**src/rtl/pcg_pkg.sv**
```systemverilog
// Shared types and constants for the PCG32 generator with bounded draw.
// No dependencies; imported by pcg_mod_unit and the top level.
`default_nettype none

package pcg_pkg;

    localparam int WORD_W  = 32;
    localparam int STATE_W = 64;
    localparam int CNT_W   = $clog2(WORD_W);

    localparam logic [STATE_W-1:0] LCG_MULT            = 64'd6364136223846793005;
    localparam logic [STATE_W-1:0] SEED_STATE_RESET    = 64'h853c49e6748fea9b;
    localparam logic [STATE_W-1:0] SEED_SEQUENCE_RESET = 64'hda3e39cb94b95bdb;

    typedef enum logic [1:0] {
        FUNC_RAW     = 2'd0,
        FUNC_BOUNDED = 2'd1,
        FUNC_KEEP    = 2'd2,
        FUNC_RESEED  = 2'd3
    } t_func;

    typedef enum logic [3:0] {
        S_SEED,
        S_IDLE,
        S_THR,
        S_ADV0,
        S_ADV1,
        S_ADV2,
        S_ADV3,
        S_CHK,
        S_KEEP,
        S_MODW,
        S_DONE
    } t_state;

    // XSH-RR output permutation of a 64-bit LCG state
    function automatic logic [WORD_W-1:0] xsh_rr(input logic [STATE_W-1:0] s);
        logic [STATE_W-1:0]  x;
        logic [WORD_W-1:0]   mixed;
        logic [4:0]          rot;
        logic [2*WORD_W-1:0] dbl;
        x     = (s >> 18) ^ s;
        mixed = x[58:27];
        rot   = s[63:59];
        dbl   = {mixed, mixed} >> rot;
        return dbl[WORD_W-1:0];
    endfunction

endpackage

`default_nettype wire

```
**src/rtl/pcg_mod_unit.sv**
```systemverilog
// Bit-serial restoring remainder unit: one quotient bit per cycle.
// Depends on pcg_pkg for word width constants.
`default_nettype none

module pcg_mod_unit
    import pcg_pkg::*;
(
    input  wire logic              i_clk,
    input  wire logic              i_rst_n,
    input  wire logic              i_start,
    input  wire logic [WORD_W-1:0] i_dividend,
    input  wire logic [WORD_W-1:0] i_divisor,
    output logic                   o_done,
    output logic [WORD_W-1:0]      o_rem
);

    logic              r_busy, n_busy;
    logic              r_done, n_done;
    logic [CNT_W-1:0]  r_cnt, n_cnt;
    logic [WORD_W-1:0] r_rem, n_rem;
    logic [WORD_W-1:0] r_dvd, n_dvd;
    logic [WORD_W-1:0] r_dvs, n_dvs;
    logic [WORD_W:0]   trial;

    always_comb begin
        n_busy = r_busy;
        n_done = 1'b0;
        n_cnt  = r_cnt;
        n_rem  = r_rem;
        n_dvd  = r_dvd;
        n_dvs  = r_dvs;
        trial  = {r_rem, r_dvd[WORD_W-1]} - {1'b0, r_dvs};
        if (i_start) begin
            n_busy = 1'b1;
            n_cnt  = CNT_W'(WORD_W - 1);
            n_rem  = '0;
            n_dvd  = i_dividend;
            n_dvs  = i_divisor;
        end else if (r_busy) begin
            // subtract when the shifted remainder covers the divisor
            if (trial[WORD_W]) begin
                n_rem = {r_rem[WORD_W-2:0], r_dvd[WORD_W-1]};
            end else begin
                n_rem = trial[WORD_W-1:0];
            end
            n_dvd = {r_dvd[WORD_W-2:0], 1'b0};
            n_cnt = r_cnt - 1'b1;
            if (r_cnt == '0) begin
                n_busy = 1'b0;
                n_done = 1'b1;
            end
        end
    end

    always_ff @(posedge i_clk) begin
        if (!i_rst_n) begin
            r_busy <= 1'b0;
            r_done <= 1'b0;
            r_cnt  <= '0;
        end else begin
            r_busy <= n_busy;
            r_done <= n_done;
            r_cnt  <= n_cnt;
        end
        r_rem <= n_rem;
        r_dvd <= n_dvd;
        r_dvs <= n_dvs;
    end

    assign o_done = r_done;
    assign o_rem  = r_rem;

endmodule

`default_nettype wire

```
**src/rtl/pcg32_generator_with_bounded_draw_unit.sv**
```systemverilog
// PCG32 (XSH-RR) generator with raw draw, unbiased bounded draw, keep test and reseed.
// Depends on pcg_pkg (types, constants, output permutation) and pcg_mod_unit.
//
// One request (tuser = operation, tdata = limit) is taken at a time and yields
// exactly one result transfer. The 64-bit LCG advance runs through one shared
// 32x32 multiplier in states S_ADV0 to S_ADV3 (three partial products plus a
// final add). A bounded draw first computes the rejection threshold in the
// bit-serial remainder unit, then draws words (retrying while the word lies
// below the threshold) and takes the final remainder of the accepted word as
// the result. A zero limit on a bounded draw or keep test returns limit_error
// at once without advancing the generator. After reset the block seeds itself
// from the register reset values before the first request is accepted.
// Configuration writes change only the seed registers; the generator picks
// them up at the next reseed.
// Registers: seed_state at byte address 0x0, seed_sequence at 0x8 (64 bits).
`default_nettype none

module pcg32_generator_with_bounded_draw_unit
    import pcg_pkg::*;
(
    input  wire logic        i_clk,
    input  wire logic        i_rst_n,
    // request stream
    input  wire logic        s_axis_tvalid,
    output logic             s_axis_tready,
    input  wire logic [31:0] s_axis_tdata,   // [31:0] limit
    input  wire logic [1:0]  s_axis_tuser,   // [1:0] func
    // result stream
    output logic             m_axis_tvalid,
    input  wire logic        m_axis_tready,
    output logic [39:0]      m_axis_tdata,   // [31:0] value, [32] keep, [39:33] zero
    output logic             m_axis_tuser,   // [0] limit_error
    // configuration
    input  wire logic        psel,
    input  wire logic        penable,
    input  wire logic        pwrite,
    input  wire logic [3:0]  paddr,
    input  wire logic [63:0] pwdata,
    output logic [63:0]      prdata,
    output logic             pready
);

    // seed registers
    logic [STATE_W-1:0] r_seed_state;
    logic [STATE_W-1:0] r_seed_seq;

    // generator state and sequencer
    t_state             r_st, n_st;
    t_func              r_func, n_func;
    logic               r_pend, n_pend;
    logic [STATE_W-1:0] r_state, n_state;
    logic [STATE_W-1:0] r_inc, n_inc;
    logic [STATE_W-1:0] r_acc, n_acc;
    logic [2*WORD_W-1:0] r_prod;
    logic [WORD_W-1:0]  r_limit, n_limit;
    logic [WORD_W-1:0]  r_thr, n_thr;
    logic [WORD_W-1:0]  r_word, n_word;
    logic [WORD_W-1:0]  r_res_value, n_res_value;
    logic               r_res_keep, n_res_keep;
    logic               r_res_err, n_res_err;

    // output register
    logic               r_out_valid, n_out_valid;
    logic [WORD_W-1:0]  r_out_value, n_out_value;
    logic               r_out_keep, n_out_keep;
    logic               r_out_err, n_out_err;

    // shared multiplier operands
    logic [WORD_W-1:0]  mul_a, mul_b;

    // remainder unit
    logic               mod_start;
    logic [WORD_W-1:0]  mod_dividend, mod_divisor;
    logic               mod_done;
    logic [WORD_W-1:0]  mod_rem;

    logic               cfg_wr;
    logic [STATE_W-1:0] seed_inc;

    pcg_mod_unit u_mod (
        .i_clk      (i_clk),
        .i_rst_n    (i_rst_n),
        .i_start    (mod_start),
        .i_dividend (mod_dividend),
        .i_divisor  (mod_divisor),
        .o_done     (mod_done),
        .o_rem      (mod_rem)
    );

    // configuration port: write on access phase, decode on paddr[3]
    assign pready = 1'b1;
    assign cfg_wr = psel & penable & pwrite & pready;
    assign prdata = paddr[3] ? r_seed_seq : r_seed_state;

    always_ff @(posedge i_clk) begin
        if (!i_rst_n) begin
            r_seed_state <= SEED_STATE_RESET;
            r_seed_seq   <= SEED_SEQUENCE_RESET;
        end else if (cfg_wr) begin
            if (paddr[3]) begin
                r_seed_seq <= pwdata;
            end else begin
                r_seed_state <= pwdata;
            end
        end
    end

    assign seed_inc = {r_seed_seq[STATE_W-2:0], 1'b1};

    // sequencer: next state, datapath controls and next values
    always_comb begin
        n_st        = r_st;
        n_func      = r_func;
        n_pend      = r_pend;
        n_state     = r_state;
        n_inc       = r_inc;
        n_acc       = r_acc;
        n_limit     = r_limit;
        n_thr       = r_thr;
        n_word      = r_word;
        n_res_value = r_res_value;
        n_res_keep  = r_res_keep;
        n_res_err   = r_res_err;
        n_out_valid = r_out_valid & ~m_axis_tready;
        n_out_value = r_out_value;
        n_out_keep  = r_out_keep;
        n_out_err   = r_out_err;
        s_axis_tready = 1'b0;
        mod_start    = 1'b0;
        mod_dividend = r_word;
        mod_divisor  = r_limit;
        mul_a        = r_state[WORD_W-1:0];
        mul_b        = LCG_MULT[WORD_W-1:0];

        case (r_st)
            S_SEED: begin
                // state = 0 -> first advance gives inc; then add seed_state
                n_inc   = seed_inc;
                n_state = seed_inc + r_seed_state;
                n_st    = S_ADV0;
            end
            S_IDLE: begin
                s_axis_tready = 1'b1;
                if (s_axis_tvalid) begin
                    n_func      = t_func'(s_axis_tuser);
                    n_limit     = s_axis_tdata;
                    n_pend      = 1'b1;
                    n_res_value = '0;
                    n_res_keep  = 1'b0;
                    n_res_err   = 1'b0;
                    case (t_func'(s_axis_tuser))
                        FUNC_RAW: begin
                            n_st = S_ADV0;
                        end
                        FUNC_BOUNDED: begin
                            if (s_axis_tdata == '0) begin
                                n_res_err = 1'b1;
                                n_st      = S_DONE;
                            end else begin
                                // threshold = (2^32 - limit) mod limit
                                mod_start    = 1'b1;
                                mod_dividend = '0 - s_axis_tdata;
                                mod_divisor  = s_axis_tdata;
                                n_st         = S_THR;
                            end
                        end
                        FUNC_KEEP: begin
                            if (s_axis_tdata == '0) begin
                                n_res_err = 1'b1;
                                n_st      = S_DONE;
                            end else begin
                                n_st = S_ADV0;
                            end
                        end
                        default: begin
                            n_st = S_SEED;
                        end
                    endcase
                end
            end
            S_THR: begin
                if (mod_done) begin
                    n_thr = mod_rem;
                    n_st  = S_ADV0;
                end
            end
            S_ADV0: begin
                // capture the output word of the old state, start low product
                n_word = xsh_rr(r_state);
                n_st   = S_ADV1;
            end
            S_ADV1: begin
                mul_a = r_state[WORD_W-1:0];
                mul_b = LCG_MULT[STATE_W-1:WORD_W];
                n_acc = r_prod + r_inc;
                n_st  = S_ADV2;
            end
            S_ADV2: begin
                mul_a = r_state[STATE_W-1:WORD_W];
                mul_b = LCG_MULT[WORD_W-1:0];
                n_acc = r_acc + {r_prod[WORD_W-1:0], {WORD_W{1'b0}}};
                n_st  = S_ADV3;
            end
            S_ADV3: begin
                n_state = r_acc + {r_prod[WORD_W-1:0], {WORD_W{1'b0}}};
                n_st    = S_CHK;
            end
            S_CHK: begin
                mul_a = r_word;
                mul_b = r_limit;
                case (r_func)
                    FUNC_RAW: begin
                        n_res_value = r_word;
                        n_st        = S_DONE;
                    end
                    FUNC_BOUNDED: begin
                        if (r_word < r_thr) begin
                            // reject and draw again
                            n_st = S_ADV0;
                        end else begin
                            mod_start = 1'b1;
                            n_st      = S_MODW;
                        end
                    end
                    FUNC_KEEP: begin
                        n_st = S_KEEP;
                    end
                    default: begin
                        // reseed: report only when a request asked for it
                        n_st = r_pend ? S_DONE : S_IDLE;
                    end
                endcase
            end
            S_KEEP: begin
                n_res_keep = (r_prod[2*WORD_W-1:WORD_W] == '0);
                n_st       = S_DONE;
            end
            S_MODW: begin
                if (mod_done) begin
                    n_res_value = mod_rem;
                    n_st        = S_DONE;
                end
            end
            S_DONE: begin
                // hold until the output register is free
                if (!r_out_valid || m_axis_tready) begin
                    n_out_valid = 1'b1;
                    n_out_value = r_res_value;
                    n_out_keep  = r_res_keep;
                    n_out_err   = r_res_err;
                    n_pend      = 1'b0;
                    n_st        = S_IDLE;
                end
            end
            default: begin
                n_st = S_IDLE;
            end
        endcase
    end

    always_ff @(posedge i_clk) begin
        if (!i_rst_n) begin
            r_st        <= S_SEED;
            r_func      <= FUNC_RESEED;
            r_pend      <= 1'b0;
            r_out_valid <= 1'b0;
        end else begin
            r_st        <= n_st;
            r_func      <= n_func;
            r_pend      <= n_pend;
            r_out_valid <= n_out_valid;
        end
        r_state     <= n_state;
        r_inc       <= n_inc;
        r_acc       <= n_acc;
        r_prod      <= {{WORD_W{1'b0}}, mul_a} * {{WORD_W{1'b0}}, mul_b};
        r_limit     <= n_limit;
        r_thr       <= n_thr;
        r_word      <= n_word;
        r_res_value <= n_res_value;
        r_res_keep  <= n_res_keep;
        r_res_err   <= n_res_err;
        r_out_value <= n_out_value;
        r_out_keep  <= n_out_keep;
        r_out_err   <= n_out_err;
    end

    assign m_axis_tvalid = r_out_valid;
    assign m_axis_tdata  = {7'd0, r_out_keep, r_out_value};
    assign m_axis_tuser  = r_out_err;

endmodule

`default_nettype wire
```
**config.mk**
```make
export PLATFORM = sky130hd
export DESIGN_NAME = pcg32_generator_with_bounded_draw_unit
export DESIGN_NICKNAME = d
export VERILOG_FILES = /design/src/rtl/pcg_pkg.sv /design/src/rtl/pcg_mod_unit.sv /design/src/rtl/pcg32_generator_with_bounded_draw_unit.sv
export SDC_FILE = /design/constraint.sdc
export NUM_CORES = 2
export LEC_CHECK = 0
export BUFFER_PORTS_ARGS = -buffer_cell sky130_fd_sc_hd__clkbuf_2
export CAP_MARGIN = 10
export CORE_AREA = 8 8 367 369
export CTS_CLUSTER_SIZE = 8
export DETAILED_ROUTE_END_ITERATION = 6
export DIE_AREA = 0 0 375 377
export GPL_TIMING_DRIVEN = 1
export PLACE_DENSITY = 0.83
export SYNTH_ARGS = -nofsm -noshare
export SYNTH_HDL_FRONTEND = slang
export SYNTH_HIERARCHICAL = 1
export SYNTH_SLANG_ARGS = --single-unit
```
**constraint.sdc**
```tcl
create_clock -name i_clk -period 17.6 [get_ports i_clk]
set_input_delay 2.64 -clock i_clk [delete_from_list [all_inputs] [get_ports i_clk]]
set_output_delay 2.64 -clock i_clk [all_outputs]
set_load 0.005 [all_outputs]
```
==> summary.md <==
| Metric | Value |
|---|---|
| Status | finished, violations left |
| Failing checks | DRC |
| GR Util All Layers | between 30% and 40% |
| CTS root buf | clkbuf_16 |
| FF+latch area | 17,370 um2 |
| Fin. Hold Viols | 0 |
| Synth area leader | fa_1 |
| Worst Max-Slew Pin Slew | around 1.3 ns |
| Synth Flop Type | edfxtp_1 |
| Tcrit/Tclk final | a little under two thirds |
| Worst-path maximum fanout | 34 |
| Die Wd | between 300 and 400 um |
| Clock Sinks | 658 |
| Max Clock Skew | 0.05684 ns |
| Hpwl dp | around 180,000 um |
| Setup TNS | 0 ns |
| Core ar. | around 130,000 um2 |
| Die footprint | 141,400 um2 |
| Layout area overhead | 7.463% |
| Slew headroom | 12.82% |
| Mapped Cells | about 7,800 |
| Commonest cells after routing, fill and taps aside | 1,146 x nand2_1, 972 x inv_1, 925 x nor2_1 |
| Synth unique cells | 110 |
| Vias | roughly 58,000 |
| Synthesized cell area | about 70,000 um2 |
| TritonRoute pass-1 iters | 7 |
| Rows | 132 |
| Post-synth EDFFs | around 420 |
| RSZ-0062 raised after global routing | false |
| Antenna Nets Post-Route | 0 |
| Clock slew at reported path FFs | 0.05 ns |
| CP Capture Type | register |
| I/O Buffers | about 210 |
| Congestion Overflow GR | 0 |
| Detailed Route WL | 231,600 um |
| Clock latency on the worst-skew pair | 0.70 ns |
| Post-CTS Hold Fix Bufs | 0 |
| Final setup viols | 0 |
| Dpl ws | about 6.6 ns |
| Max Buffers Root-to-Sink | 3 |
| Avg Synthesized Cell Area | just over 9 um2 |
| R2R setup slack | around 6.4 ns |
| Layout cells sized above 1 | 8.377% |
| Number of DRC markers in iteration 0 | ~6,700 |
| Crit Path Class | register to register |
| GP Congestion | approximately 1.1 |
| Register area share after synthesis | around a quarter |
| Max-cap violations | 0 |
| CTS tree | built |
| Initial antenna violation count | 15 |
| # IOs | approximately 220 |
| Max-slew violations | 0 |
| DRC | between 40 and 50 |
| Yosys reg bits | between 600 and 700 |
| H-tree depth | 3 |
| Largest net degree at the start of global routing | approximately 100 |
| Vias in the first global route | slightly below 60,000 |
| Hold slack final | just over 0.4 ns |
| Slowest cell on crit path | nor2_4 |
| Max Freq | between 80 and 90 MHz |
| Synth top area share | 25.63% |
| Commonest non-fill, non-tap cell in the layout | nand2_1 |
| Setup ws final | roughly 6.4 ns |
| Critical Path Start Type | register |
| Vias per inst | a little over 6 |
| Hold crit path type | register to register |
| Die Y | ~380 um |
| Worst EP required | 18.18 ns |
| Area of the multi-input gates | between 40,000 and 50,000 um2 |
| Most Frequent Cell on Critical Path | fa_1 |
| TritonCTS buffer count | 92 |
| Post-CTS sizing | 0 |
| Post-CTS Setup Inserts | 0 |
| Min Clock Period, post-route | about 11 ns |
| WP data arrival | about 12 ns |
| Ys Warns | 6 |
| Nets@finish | approximately 9,000 |
| Global-route wire length before repair | approximately 350,000 um |
| Fill cell count | between 10,000 and 15,000 |
| Initial Util | 54.65% |
| Async SR Flop Fraction | 0% |
| Synth top area cells | fa_1 26%, edfxtp_1 18%, ha_1 8.7%, dfxtp_1 6.8%, nand2_1 6.1% |
| DR WL/cell | 24.36 um |
| CP max stage delay | about 0.9 ns |
[stage by stage]
stage	utilization (%)	instances	instance area [um2]
2_1_floorplan	-	7760	70330
3_3_place_gp	56.62	9334	72840
3_5_place_dp	56.62	9334	72840
4_1_cts	58.70	9494	75520
5_1_grt	58.71	9499	75530
6_report	58.73	9508	75560
[cell type report]
cell class,count,area share (%)
Clock inverter,6,0.1325
Clock buffer,154,3.411
Multi-Input combinational cell,5712,63.36
Antenna cell,14,0.04637
Timing Repair Buffer,315,2.454
Inverter,974,4.839
Sequential cell,658,22.98
Tap cell,1675,2.774
[kinds of logic (layout without fill, tap and decap cells)]
kind of cell	after synthesis	after routing	share of synthesized area, %
AND/OR/NAND/NOR	2610	2610	15.61
buffers and inverters	1390	1449	7.547
adder cells (fa/ha/maj)	1388	1388	34.31
AO/OA/AOI/OAI	1219	1219	11.12
flip-flops	658	658	24.70
XOR/XNOR	290	290	3.634
multiplexers	197	197	3.066
other	2	22	0.01068
[routing by layer]
| metal | vias up | track usage, % | wire length [um] |
|---|---|---|---|
| met2 | 3858 | 48.03 | 97300 |
| met1 | 28090 | 41.16 | 85720 |
| met5 | - | 0 | 23 |
| met4 | 4 | 18.79 | 17740 |
| li1 | 25290 | - | - |
| met3 | 938 | 10.99 | 30860 |
[final timing paths]
kind	startpoint	endpoint	cells past startpoint
hold reg to reg	r_res_value[28]$_DFFE_PP_	r_out_value[28]$_DFFE_PP_	0
hold / removal	r_res_value[28]$_DFFE_PP_	r_out_value[28]$_DFFE_PP_	0
setup / recovery	r_st[2]$_SDFFE_PN0P_	r_prod[62]$_DFF_P_	29
setup reg to reg	r_st[2]$_SDFFE_PN0P_	r_prod[62]$_DFF_P_	29
[synth_stat cells, drive strengths merged, types with 59 or more instances]
master  instances
a21boi         69
a21o          163
a21oi         387
buf            70
clkbuf        346
dfxtp         239
edfxtp        419
fa            900
ha            488
inv           974
mux2          114
mux2i          80
nand2        1148
nand3         130
nand4          59
nor2          954
o21ai         250
xnor2         175
xor2          115
[worst max-delay path, delay by kind of cell (launching register included)]
kind            cells  cell delay (ns)
compound gates     10             2.51
flops               1             0.64
buf+inv             4             0.98
xor+xnor            1             0.21
simple gates        5             2.35
fa+ha+maj           9             4.45
[registers in the layout, indices dropped and copies added (netlist names), 4 cells and up]
name / flops
r_prod: 64
r_limit: 32
r_state: 64
u_mod/r_dvs: 32
r_seed_state: 64
r_inc: 63
r_thr: 32
u_mod/o_rem: 32
u_mod/r_dvd: 32
r_res_value: 32
u_mod/r_cnt: 5
r_word: 32
r_seed_seq: 64
r_out_value: 32
r_st: 4
r_acc: 64
Power is left out: the tool's default activity adds up to more than one toggle a clock period on the data nets, which glitch-free logic cannot reach.
